**src/sv/sitda_pkg.sv**
```systemverilog
`timescale 1ns / 1ps
// ----------------------------------------------------------------------------
// sitda_pkg: shared constants and helpers for the decimal text converter
// Widths of the binary and BCD registers, ASCII codes and the BCD digit
// correction used by the shift-and-add-3 conversion.
// ----------------------------------------------------------------------------
package sitda_pkg;

	localparam int VALUE_BITS = 32;
	localparam int DIGITS     = (VALUE_BITS * 302) / 1000 + 1;
	localparam int BCD_W      = 4 * DIGITS;
	localparam int BIT_CNT_W  = $clog2(VALUE_BITS);
	localparam int DIG_CNT_W  = $clog2(DIGITS);

	localparam logic [7:0] CHAR_ZERO  = 8'h30;
	localparam logic [7:0] CHAR_MINUS = 8'h2D;

	typedef enum logic [4:0] {
		ST_IDLE = 5'b00001,
		ST_CONV = 5'b00010,
		ST_SKIP = 5'b00100,
		ST_SIGN = 5'b01000,
		ST_EMIT = 5'b10000
	} state_t;

	function automatic logic [BCD_W-1:0] bcd_adjust(input logic [BCD_W-1:0] bcd);
		logic [BCD_W-1:0] res;
		logic [3:0]       d;
		res = bcd;
		for (int i = 0; i < DIGITS; i++) begin
			d = bcd[4*i +: 4];
			res[4*i +: 4] = (d >= 4'd5) ? d + 4'd3 : d;
		end
		return res;
	endfunction

	function automatic logic bcd_valid(input logic [BCD_W-1:0] bcd);
		logic ok;
		ok = 1'b1;
		for (int i = 0; i < DIGITS; i++) begin
			if (bcd[4*i +: 4] > 4'd9) begin
				ok = 1'b0;
			end
		end
		return ok;
	endfunction

endpackage

```
**src/sv/signed_int_to_decimal_ascii_top.sv**
```systemverilog
`timescale 1ns / 1ps
// ----------------------------------------------------------------------------
// signed_int_to_decimal_ascii_top: signed integer to decimal ASCII text
// Takes a two's-complement value on the input channel and returns its
// decimal text one character per output request, most significant first.
// A negative value opens with '-'; the final character carries last = 1.
// Zero gives the single character '0'.
//
// The magnitude goes through a bit-serial shift-and-add-3 pass, one binary
// bit per cycle over all VALUE_BITS bits. Leading zero digits are then dropped
// one digit per cycle, and the sign and digits leave one per cycle through
// an output register whenever that register is free to take the next one.
// in_ready is high only while no request is in work; the last character of
// one request may still wait in the output register while the next starts.
// A stalled receiver holds the output register and halts emission.
// Reset clears the control state and drops any request in work.
// ----------------------------------------------------------------------------
module signed_int_to_decimal_ascii_top (
	input  logic        clk,
	input  logic        arst_n,
	input  logic        in_valid,
	output logic        in_ready,
	input  logic [31:0] value,
	output logic        out_valid,
	input  logic        out_ready,
	output logic [7:0]  character,
	output logic        last
);

	sitda_pkg::state_t                  state_q;
	logic [sitda_pkg::VALUE_BITS-1:0]   mag_q;
	logic [sitda_pkg::BCD_W-1:0]        bcd_q;
	logic [sitda_pkg::BIT_CNT_W-1:0]    bit_cnt_q;
	logic [sitda_pkg::DIG_CNT_W-1:0]    dig_cnt_q;
	logic                               neg_q;
	logic                               out_valid_q;
	logic [7:0]                         char_q;
	logic                               last_q;

	logic [63:0]                        value_ext;
	logic [sitda_pkg::VALUE_BITS-1:0]   raw;
	logic                               raw_neg;
	logic [sitda_pkg::VALUE_BITS-1:0]   raw_mag;
	logic [3:0]                         top_digit;
	logic [sitda_pkg::BCD_W-1:0]        bcd_adj;
	logic                               slot_free;
	logic                               out_load;
	logic                               in_fire;

	assign value_ext = {{32{value[31]}}, value};
	assign raw       = value_ext[sitda_pkg::VALUE_BITS-1:0];
	assign raw_neg   = raw[sitda_pkg::VALUE_BITS-1];
	assign raw_mag   = raw_neg ? (~raw + 1'b1) : raw;
	assign top_digit = bcd_q[sitda_pkg::BCD_W-1 -: 4];
	assign bcd_adj   = sitda_pkg::bcd_adjust(bcd_q);
	assign slot_free = !out_valid_q || out_ready;
	assign out_load  = slot_free &&
		(state_q == sitda_pkg::ST_SIGN || state_q == sitda_pkg::ST_EMIT);
	assign in_ready  = (state_q == sitda_pkg::ST_IDLE);
	assign in_fire   = in_valid && in_ready;

	assign out_valid = out_valid_q;
	assign character = char_q;
	assign last      = last_q;

	always_ff @(posedge clk or negedge arst_n) begin
		if (!arst_n) begin
			state_q     <= sitda_pkg::ST_IDLE;
			out_valid_q <= 1'b0;
			bit_cnt_q   <= '0;
			dig_cnt_q   <= '0;
		end else begin
			if (out_load) begin
				out_valid_q <= 1'b1;
			end else if (out_ready) begin
				out_valid_q <= 1'b0;
			end
			unique case (state_q)
				sitda_pkg::ST_IDLE: begin
					if (in_valid) begin
						bit_cnt_q <= sitda_pkg::BIT_CNT_W'(sitda_pkg::VALUE_BITS - 1);
						state_q   <= sitda_pkg::ST_CONV;
					end
				end
				sitda_pkg::ST_CONV: begin
					bit_cnt_q <= bit_cnt_q - 1'b1;
					if (bit_cnt_q == '0) begin
						dig_cnt_q <= sitda_pkg::DIG_CNT_W'(sitda_pkg::DIGITS - 1);
						state_q   <= sitda_pkg::ST_SKIP;
					end
				end
				sitda_pkg::ST_SKIP: begin
					if (top_digit == 4'd0 && dig_cnt_q != '0) begin
						dig_cnt_q <= dig_cnt_q - 1'b1;
					end else begin
						state_q <= neg_q ? sitda_pkg::ST_SIGN : sitda_pkg::ST_EMIT;
					end
				end
				sitda_pkg::ST_SIGN: begin
					if (slot_free) begin
						state_q <= sitda_pkg::ST_EMIT;
					end
				end
				sitda_pkg::ST_EMIT: begin
					if (slot_free) begin
						dig_cnt_q <= dig_cnt_q - 1'b1;
						if (dig_cnt_q == '0) begin
							state_q <= sitda_pkg::ST_IDLE;
						end
					end
				end
				default: begin
					state_q <= sitda_pkg::ST_IDLE;
				end
			endcase
		end
	end

	always_ff @(posedge clk) begin
		unique case (state_q)
			sitda_pkg::ST_IDLE: begin
				if (in_valid) begin
					mag_q <= raw_mag;
					neg_q <= raw_neg;
					bcd_q <= '0;
				end
			end
			sitda_pkg::ST_CONV: begin
				bcd_q <= {bcd_adj[sitda_pkg::BCD_W-2:0], mag_q[sitda_pkg::VALUE_BITS-1]};
				mag_q <= mag_q << 1;
			end
			sitda_pkg::ST_SKIP: begin
				if (top_digit == 4'd0 && dig_cnt_q != '0) begin
					bcd_q <= bcd_q << 4;
				end
			end
			sitda_pkg::ST_SIGN: begin
				if (slot_free) begin
					char_q <= sitda_pkg::CHAR_MINUS;
					last_q <= 1'b0;
				end
			end
			sitda_pkg::ST_EMIT: begin
				if (slot_free) begin
					char_q <= sitda_pkg::CHAR_ZERO + {4'd0, top_digit};
					last_q <= (dig_cnt_q == '0);
					bcd_q  <= bcd_q << 4;
				end
			end
			default: begin
				bcd_q <= bcd_q;
			end
		endcase
	end

	a_minus_not_last: assert property (@(posedge clk) disable iff (!arst_n)
		out_valid_q && char_q == sitda_pkg::CHAR_MINUS |-> !last_q)
		else $error("sign character flagged as last");

	a_accept_starts_conv: assert property (@(posedge clk) disable iff (!arst_n)
		in_fire |=> state_q == sitda_pkg::ST_CONV)
		else $error("accepted request did not start conversion");

	a_bcd_digits: assert property (@(posedge clk) disable iff (!arst_n)
		$past(in_fire) && state_q != sitda_pkg::ST_IDLE |-> sitda_pkg::bcd_valid(bcd_q))
		else $error("BCD digit out of range");

endmodule

```
**config.mk**
```make
export PLATFORM = sky130hd
export DESIGN_NAME = signed_int_to_decimal_ascii_top
export DESIGN_NICKNAME = d
export VERILOG_FILES = /design/src/sv/sitda_pkg.sv /design/src/sv/signed_int_to_decimal_ascii_top.sv
export SDC_FILE = /design/constraint.sdc
export NUM_CORES = 1
export LEC_CHECK = 0
export BUFFER_PORTS_ARGS = -buffer_cell sky130_fd_sc_hd__buf_2
export CAP_MARGIN = 20
export CELL_PAD_IN_SITES_DETAIL_PLACEMENT = 1
export CELL_PAD_IN_SITES_GLOBAL_PLACEMENT = 2
export CORE_MARGIN = 2
export CORE_UTILIZATION = 35
export DETAILED_ROUTE_END_ITERATION = 6
export PLACE_DENSITY_LB_ADDON = 0.1
export SLEW_MARGIN = 20
export SYNTH_ARGS = -nofsm -noshare
export SYNTH_HDL_FRONTEND = slang
export SYNTH_SLANG_ARGS = --single-unit
```
**constraint.sdc**
```tcl
create_clock -name clk -period 4.6 [get_ports clk]
set_input_delay 0.23 -clock clk [delete_from_list [all_inputs] [get_ports clk]]
set_output_delay 0.23 -clock clk [all_outputs]
set_load 0.02 [all_outputs]
```
==> results of run 1 <==
[logic make-up after synthesis]
family / after synthesis / share of synthesized area (%)
other: 2 / 0.1328
buffers and inverters: 59 / 4.247
DFF: 94 / 48.60
xor gates and xnor gates: 47 / 7.277
adders and majority gates: 25 / 5.530
muxes: 3 / 0.5530
and+or+nand+nor: 182 / 16.15
AOI/OAI and AO/OA: 162 / 17.52
[critical path: cells and delay by family (launching register included)]
family | cells | cell delay, ns
AOI/OAI and AO/OA | 2 | 0.18
buffers and inverters | 1 | 0.51
DFF | 1 | 0.47
and+or+nand+nor | 3 | 1.26
[cells in the mapped netlist (all sizes together), types with 4 or more instances]
cell and n:
edfxtp 79, or3 6, o22ai 11, a21oi 43
o41ai 9, nor2b 6, nor4 5, nand4 4
o32ai 5, dfrtp 14, nand3 5, ha 25
inv 31, nand2b 17, o31ai 14, o21ai 67
or4 5, nor3 10, nand2 63, buf 7
xor2 33, xnor2 14, clkbuf 21, nor2 36
nor3b 15
[what timing repair did]
| item | 4_1_cts | 5_1_grt |
|---|---|---|
| endpoints found under the setup margin | 0 | 0 |
| endpoints found under the hold margin | 14 | 0 |
| hold buffers | 1 | 0 |
| setup buffers | 0 | 0 |
[through the flow]
| stage | utilization [%] | cell area (µm²) | setup slack, ns | hold slack (ns) |
|---|---|---|---|---|
| detailed placement | 38.32 | 6065 | 1.759 | 0.1732 |
| finish | 40.34 | 6385 | 1.984 | 0.1867 |
| CTS | 40.21 | 6365 | 1.737 | 0.1868 |
| global route | 40.34 | 6385 | 1.664 | 0.2199 |
| floorplan | - | 5660 | 1.014 | -0.06559 |
| global placement | 38.32 | 6065 | 1.864 | 0.1667 |
[flip-flops by register name (all words and copies together) (netlist names)]
register,flops
state_q,5
character,5
bcd_q,40
dig_cnt_q,4
neg_q,1
last,1
bit_cnt_q,5
out_valid,1
mag_q,32
[final timing paths]
path	cells after the start	start	to	slack (ns)
setup / recovery	6	state_q[4]	bcd_q[12]	1.98
setup reg to reg	6	state_q[4]	bcd_q[12]	1.98
hold / removal	3	in_valid	state_q[1]	0.19
min in group asynchronous	2	arst_n	state_q[4]	0.33
hold reg to reg	1	bit_cnt_q[3]	bit_cnt_q[3]	0.48
max in group asynchronous	2	arst_n	state_q[0]	3.96
[power breakdown]
part / internal, W / leakage (nW) / switching (W)
Combinational: 0.000545 / 1.27 / 0.000891
Sequential: 0.00143 / 0.942 / 0.000262
Clock: 0.000418 / 0.141 / 0.000325
Total: 0.00239 / 2.35 / 0.00148
[final cells by class]
cell class | instances | area, µm²
fill | 1813 | 9443
sequential | 94 | 2749
multi-input combinational | 422 | 2684
timing repair buffer | 49 | 275.3
tap | 216 | 270.3
clock buffer | 9 | 225.2
inverter | 31 | 116.4
clock inverter | 7 | 65.06
[routing by layer]
metal | vias up | global-route usage, % | wire length [µm] | share of wire (%)
met5 | - | 0 | 0 | 0
met4 | 0 | 4.891 | 150 | 1.2
met3 | 10 | 2.122 | 315 | 2.5
met2 | 52 | 26.58 | 6245 | 49
met1 | 2048 | 20.17 | 6126 | 48
li1 | 2139 | - | - | -
==> run metrics, run 1 <==
Max Cap Viol=0; starting density of the core=a little over a third; post-cts gate resize count=0; Total Wirelength=12.84 mm; placed insts=slightly above 800; outcome=finished, final reports clean; Inserted Clock Buffers=9; Finished Layout Cells=between 800 and 900; overall routing resource usage=about 15%; Yosys Warn Count=0; CTS tree=done; total power=just under 0.004 W; Die W=131.1 µm; 1st-pass router iterations=4; CP max-delay cell=nand3_2; EDFF count, synth=79; endpoint class of the critical path=flop; Layout Skew=0.01065 ns; VDD IR max=213.1 µV; commonest non-fill, non-tap cells in the layout=edfxtp_1, o21ai_0, nand2_1, buf_2, a21oi_1; first-pass GRT wire length=22.00 mm; critical path peak fanout=46; Pwr Density=approximately 600 nW/µm²; diode count=0; post-synthesis sequential area ratio=48.60%; commonest non-fill, non-tap cell in the layout=edfxtp_1; top-area cell type share of the netlist area=a little over two fifths; vias in the first global route=~4500; DRT iter0 DRCs=153; Max Fclk=382.3 MHz; core area=~16000 µm²; Yosys reg bits=94; Clock Tree Buf Depth=2; Leak Pwr=around 2.3 nW; Layout area overhead=12.87%; Startpoint Class=flop; worst-skew pair later-pin latency=0.34 ns; WS Path Type=reg -> reg; post-route minimum period=2.616 ns; DIE AREA=17200 µm²; TNS Setup=0 ns; Worst-path clk slew=0.07 ns; CTS Root Cell=clkbuf_16; Post-DP HPWL=9.080 mm; Sinks on Clock Net=94; cell taking the most area after synthesis=edfxtp_1; largest net degree at the start of global routing=52; share of cells above drive strength 1=12.75%; Top FF cell, synth=edfxtp_1; Hold Fails Final Rpt=0; final count of pins violating max slew=0; Slew headroom=39.89%; max incr delay on CP=0.76 ns; crit path cell chain=nor2_1 -> nand3_2 -> buf_4 -> nor3b_1 -> o21ai_0 -> o31ai_1; Final Setup Violations=0; Mapped Area=5657 µm²; Distinct cells, synth=52; Post-Syn Area per Cell=9.855 µm²; routed via count=4249; RSZ-0062 raised after global routing=false; Async SR Flop Fraction=15.96%; Final Cycle Share=56.86%; antenna violations before repair=0; final antenna-violating net count=0; Die Span Y=131.1 µm; worst min path class=in -> reg; vias per cell=5.132; DRC violations left=0; drt wl/cell=around 16 µm; Row Count=between 40 and 50; fin nets=about 670; Synth area leaders=edfxtp_1, dfrtp_1, o21ai_0; H-tree lvl count=3; CP required=4.76 ns; Worst-Margin Slew=between 0.9 and 1 ns; crit path DAT=2.78 ns; IO Port Bufs=43; Syn Inst Count=574; grt ovf=0; IO Count=47; Placer Congestion=0.7906
Power figures use the tool's default switching activity.
==> run 2, diff against run 1 <==
Clock period 4.6 ns to 2.73 ns, I/O delays scaled along.
==> run 2 against run 1 <==
Net effect:
- utilization grew 0.30 points
- largest cell class unchanged
- die area is the same
- worst setup slack worse by 1.6 ns
==> run metrics, run 2 (synthesized netlist as in run 1, its figures left out) <==
final count of pins violating max slew=0 (unchanged); CP max-delay cell=or3b_1; Slew headroom=59.48% (+20 points); Die W=131.1 µm (unchanged); number of hold buffers added after cts=1 (unchanged); crit path cell chain=inv_1 -> ha_1 -> or3b_1 -> o2111ai_1 -> o221ai_1 -> a21o_1 -> a221oi_1; Worst-path clk slew=0.07 ns (about the same); Layout Skew=0.006237 ns (-0.004409 ns); Hold Fails Final Rpt=0 (unchanged); TNS Setup=0 ns (unchanged); Startpoint Class=flop; Worst-Margin Slew=0.6078 ns (-0.2928 ns); H-tree lvl count=3 (unchanged); Pwr Density=1027 nW/µm² (+69%); critical path peak fanout=5 (-89%); final worst-path setup slack=0.3998 ns (-1.585 ns); starting density of the core=35.74% (unchanged); Inserted Clock Buffers=9 (unchanged); M1 GR Usage=21.04% (+0.86 points); vias in the first global route=4484 (unchanged); Total Wirelength=13.11 mm (+2.1%); post-cts gate resize count=0 (unchanged); post-route minimum period=2.330 ns (-0.2854 ns); CTS Root Cell=clkbuf_16; Placer Congestion=0.7905 (about the same); Row Count=46 (unchanged); DRT iter0 DRCs=148 (-3.3%); Leak Pwr=2.376 nW (+1.1%); IO Port Bufs=43 (unchanged); CTS tree=done; vias per cell=5.150 (+0.37%); diode count=0 (unchanged); worst min path class=in -> reg; Max Fclk=429.1 MHz (+12%); placed insts=814 (+0.49%); commonest non-fill, non-tap cell in the layout=edfxtp_1; largest net degree at the start of global routing=67 (+29%); Top Registers=bcd_q x40, mag_q x32; worst-skew pair later-pin latency=0.35 ns (about the same); Final Setup Violations=0 (unchanged); 1st-pass router iterations=4 (unchanged); outcome=finished, final reports clean; antenna violations before repair=0 (unchanged); share of cells above drive strength 1=12.85% (+0.10 points); core area=15830 µm² (unchanged); Layout area overhead=13.71%; Fill cells=1814 (+0.055%); Largest Register=bcd_q; routed via count=4280 (+0.73%); final antenna-violating net count=0 (unchanged); drt wl/cell=15.77 µm (+1.7%); DRC violations left=0 (unchanged); Finished Layout Cells=831 (+0.36%); Post-DP HPWL=9.201 mm (+1.3%); fin nets=671 (+0.45%); max FFs per register=40 (unchanged); DIE AREA=17200 µm² (unchanged); RSZ-0062 raised after global routing=false; max incr delay on CP=0.42 ns (-0.34 ns); CP required=2.98 ns (-1.78 ns); Final Cycle Share=85.36% (+28 points); first-pass GRT wire length=22.60 mm (+2.7%); met3 Usage GRT=3.279% (+1.2 points); overall routing resource usage=16.21% (+0.77 points); Clock Tree Buf Depth=2 (unchanged); total power=0.006605 W (+71%); Die Span Y=131.1 µm (unchanged); Max Cap Viol=0 (unchanged); commonest non-fill, non-tap cells in the layout=edfxtp_1, o21ai_0, nand2_1, buf_2, a21oi_1; crit path DAT=2.58 ns (-0.20 ns); IO Count=47 (unchanged); GR Layer Usage met2=26.73% (+0.15 points); VDD IR max=432.7 µV (+100%); endpoint class of the critical path=flop; grt peak-use layer=met2; pre-CTS setup slack=0.4218 ns (-1.337 ns); WS Path Type=reg -> reg; grt ovf=0 (unchanged); postcts setup bufs=0 (unchanged); Sinks on Clock Net=94 (unchanged)
run 2: where the power goes:
group	internal, W	switching [W]
registers	0.00241	0.000438
clock network	0.000760	0.000544
logic	0.000936	0.00152
run 2: through the flow:
| stage | area [µm²] | util [%] | hold slack [ns] |
|---|---|---|---|
| 2_1_floorplan | 5668 | - | -0.1591 |
| 3_3_place_gp | 6120 | 38.66 | 0.07184 |
| 3_5_place_dp | 6120 | 38.66 | 0.08349 |
| 4_1_cts | 6432 | 40.64 | 0.07568 |
| 5_1_grt | 6432 | 40.64 | 0.1098 |
| 6_report | 6432 | 40.64 | 0.08664 |
run 2: worst paths after layout:
check | start | end | slack [ns] | cells past startpoint
setup / recovery | bit_cnt_q[0] | dig_cnt_q[3] | 0.40 | 7
hold / removal | in_valid | state_q[1] | 0.09 | 3
setup reg to reg | bit_cnt_q[0] | dig_cnt_q[3] | 0.40 | 7
hold reg to reg | bit_cnt_q[3] | bit_cnt_q[3] | 0.48 | 1
max in group asynchronous | arst_n | state_q[0] | 2.19 | 2
min in group asynchronous | arst_n | state_q[4] | 0.23 | 2
run 2: critical path: cells and delay by family (launching register included):
| kind | cells | cell delay [ns] |
|---|---|---|
| adder cells (fa/ha/maj) | 1 | 0.16 |
| AO/OA/AOI/OAI | 4 | 1.17 |
| buffers and inverters | 1 | 0.07 |
| AND/OR/NAND/NOR | 1 | 0.42 |
| flip-flops | 1 | 0.41 |
run 2: area by class of cell:
cell class | count | area (µm²) | share of cell area [%]
clock buffers | 13 | 260.3 | 4.046
clock inverters | 3 | 42.54 | 0.6613
inverters | 31 | 116.4 | 1.809
multi-input cells | 422 | 2684 | 41.72
flip-flops and latches | 94 | 2749 | 42.73
well taps | 216 | 270.3 | 4.202
repair buffers | 52 | 310.3 | 4.824
run 2: layer usage:
metal | routed length [µm] | up-vias | part of all wire [%]
met5 | 0 | - | 0
met3 | 371 | 13 | 2.8
li1 | - | 2141 | -
met1 | 6257 | 2081 | 48
met4 | 201 | 0 | 1.5
met2 | 6276 | 45 | 48
==> run 3, diff against run 2 <==
Settings changed: CORE_UTILIZATION 35 to 39.
==> run 3 against run 2 <==
Net effect:
- highest routed layer unchanged
- sequential cell count unchanged
- clock-buffer cell count stayed put
- critical path depth unchanged
- global-route usage rose by 0.91 points
- non-clock buffer count down 1
- combinational power is essentially flat
- worst setup slack worse by 0.049 ns
- sequential share of layout area increased by 0.23 points
==> run metrics, run 3 (synthesized netlist as in run 1, its figures left out) <==
outcome=finished, final reports clean; Final Setup Violations=0 (unchanged); fin util=44.52% (+3.9 points); final worst-path setup slack=0.3508 ns (-0.04900 ns); Worst-path clk slew=0.06 ns (about the same); Pwr Density=1032 nW/µm² (+0.50%); RSZ-0062 raised after global routing=false; vias per cell=5.381 (+4.5%); max FFs per register=40 (unchanged); crit path DAT=2.61 ns (+0.03 ns); Top Registers=bcd_q x40, mag_q x32; Slew headroom=59.50% (about the same); Sinks on Clock Net=94 (unchanged); CTS tree=done; diode count=0 (unchanged); endpoint class of the critical path=flop; reg2reg setup slack=0.35 ns (-0.05 ns); TNS Setup=0 ns (unchanged); DRT iter0 DRCs=173 (+17%); Max Fclk=420.3 MHz (-2.1%); Total Wirelength=12.78 mm (-2.5%); fin nets=670 (-0.15%); final count of pins violating max slew=0 (unchanged); Layout area overhead=13.09%; Clock Tree Buf Depth=2 (unchanged); Final Cycle Share=87.15% (+1.8 points); DIE AREA=15480 µm² (-10%); vias in the first global route=4453 (-0.69%); post-cts gate resize count=0 (unchanged); share of cells above drive strength 1=12.70% (-0.14 points); grt ovf=0 (unchanged); routed via count=4294 (+0.33%); H-tree lvl count=3 (unchanged); Worst-Margin Slew=0.6075 ns (-0.0002844 ns); Largest Register=bcd_q; WS Path Type=reg -> reg; final antenna-violating net count=0 (unchanged); Post-DP HPWL=8.990 mm (-2.3%); commonest non-fill, non-tap cells in the layout=edfxtp_1, o21ai_0, nand2_1, buf_2, a21oi_1; CP required=2.96 ns (-0.02 ns); number of hold buffers added after cts=1 (unchanged); antenna violations before repair=0 (unchanged); critical path peak fanout=5 (unchanged); DRC violations left=0 (unchanged); total power=0.006602 W (about the same); postcts setup bufs=0 (unchanged); IO Port Bufs=43 (unchanged); pre-CTS setup slack=0.3484 ns (-0.07339 ns); Worst Hold Launch=in_valid; core area=14370 µm² (-9.2%); Row Count=44 (-4.3%); Max Cap Viol=0 (unchanged); overall routing resource usage=17.12% (+0.91 points); 1st-pass router iterations=4 (unchanged); Inserted Clock Buffers=9 (unchanged); IO Count=47 (unchanged); CTS Root Cell=clkbuf_16; post-route minimum period=2.379 ns (+0.04900 ns); Die W=124.4 µm (-5.1%); RR Startpoint=bit_cnt_q[0]; Layout Skew=0.007114 ns (+0.0008775 ns); Die Span Y=124.4 µm (-5.1%); VDD IR max=408.7 µV (-5.5%); Startpoint Class=flop; first-pass GRT wire length=21.89 mm (-3.1%); Hold Fails Final Rpt=0 (unchanged); largest net degree at the start of global routing=67 (unchanged); commonest non-fill, non-tap cell in the layout=edfxtp_1; Placer Congestion=0.7907 (about the same); drt wl/cell=16.02 µm (+1.6%); Setup crit start=bit_cnt_q[0]; Leak Pwr=2.374 nW (about the same); worst min path class=in -> reg; starting density of the core=39.37% (+3.6 points); worst-skew pair later-pin latency=0.34 ns (about the same)
-- run 3: through the flow --
stage | cells | hold WS, ns | area, µm²
2_1_floorplan | 575 | -0.1591 | 5668
3_3_place_gp | 781 | 0.07074 | 6085
3_5_place_dp | 781 | 0.07887 | 6085
4_1_cts | 798 | 0.09429 | 6397
5_1_grt | 798 | 0.1380 | 6397
6_report | 798 | 0.1083 | 6397
-- run 3: worst max-delay path, cell delays in order, from the launching register on --
cell,delay (ns)
dfrtp_1,0.41
inv_1,0.08
ha_1,0.16
or3b_1,0.40
o2111ai_1,0.33
o221ai_1,0.30
a21o_1,0.27
a221oi_1,0.33
-- run 3: per-layer routing --
layer  global-route usage [%]  up-vias  wire, µm
met5                        0        -         0
met3                    2.491       11       276
met2                    29.12       50      6133
li1                         -     2148         -
met1                    22.32     2085      6168
met4                    5.948        0       206
-- run 3: worst paths after layout --
check | end | cells after the start
max | dig_cnt_q[3] | 7
min | bit_cnt_q[2] | 3
max reg2reg | dig_cnt_q[3] | 7
min reg2reg | bit_cnt_q[3] | 1
max in group asynchronous | state_q[0] | 2
min in group asynchronous | state_q[3] | 2
-- run 3: area by class of cell --
cell class,instances,area [µm²]
Sequential cell,94,2749
Tap cell,184,230.2
Timing Repair Buffer,51,315.3
Inverter,31,116.4
Fill cell,1629,7971
Multi-Input combinational cell,422,2684
Clock inverter,3,42.54
Clock buffer,13,260.3
-- run 3: power by group --
| part | total [W] | switching [W] | internal [W] |
|---|---|---|---|
| clock | 0.00128 | 0.000523 | 0.000759 |
| combinational | 0.00248 | 0.00154 | 0.000945 |
| sequential | 0.00284 | 0.000432 | 0.00241 |
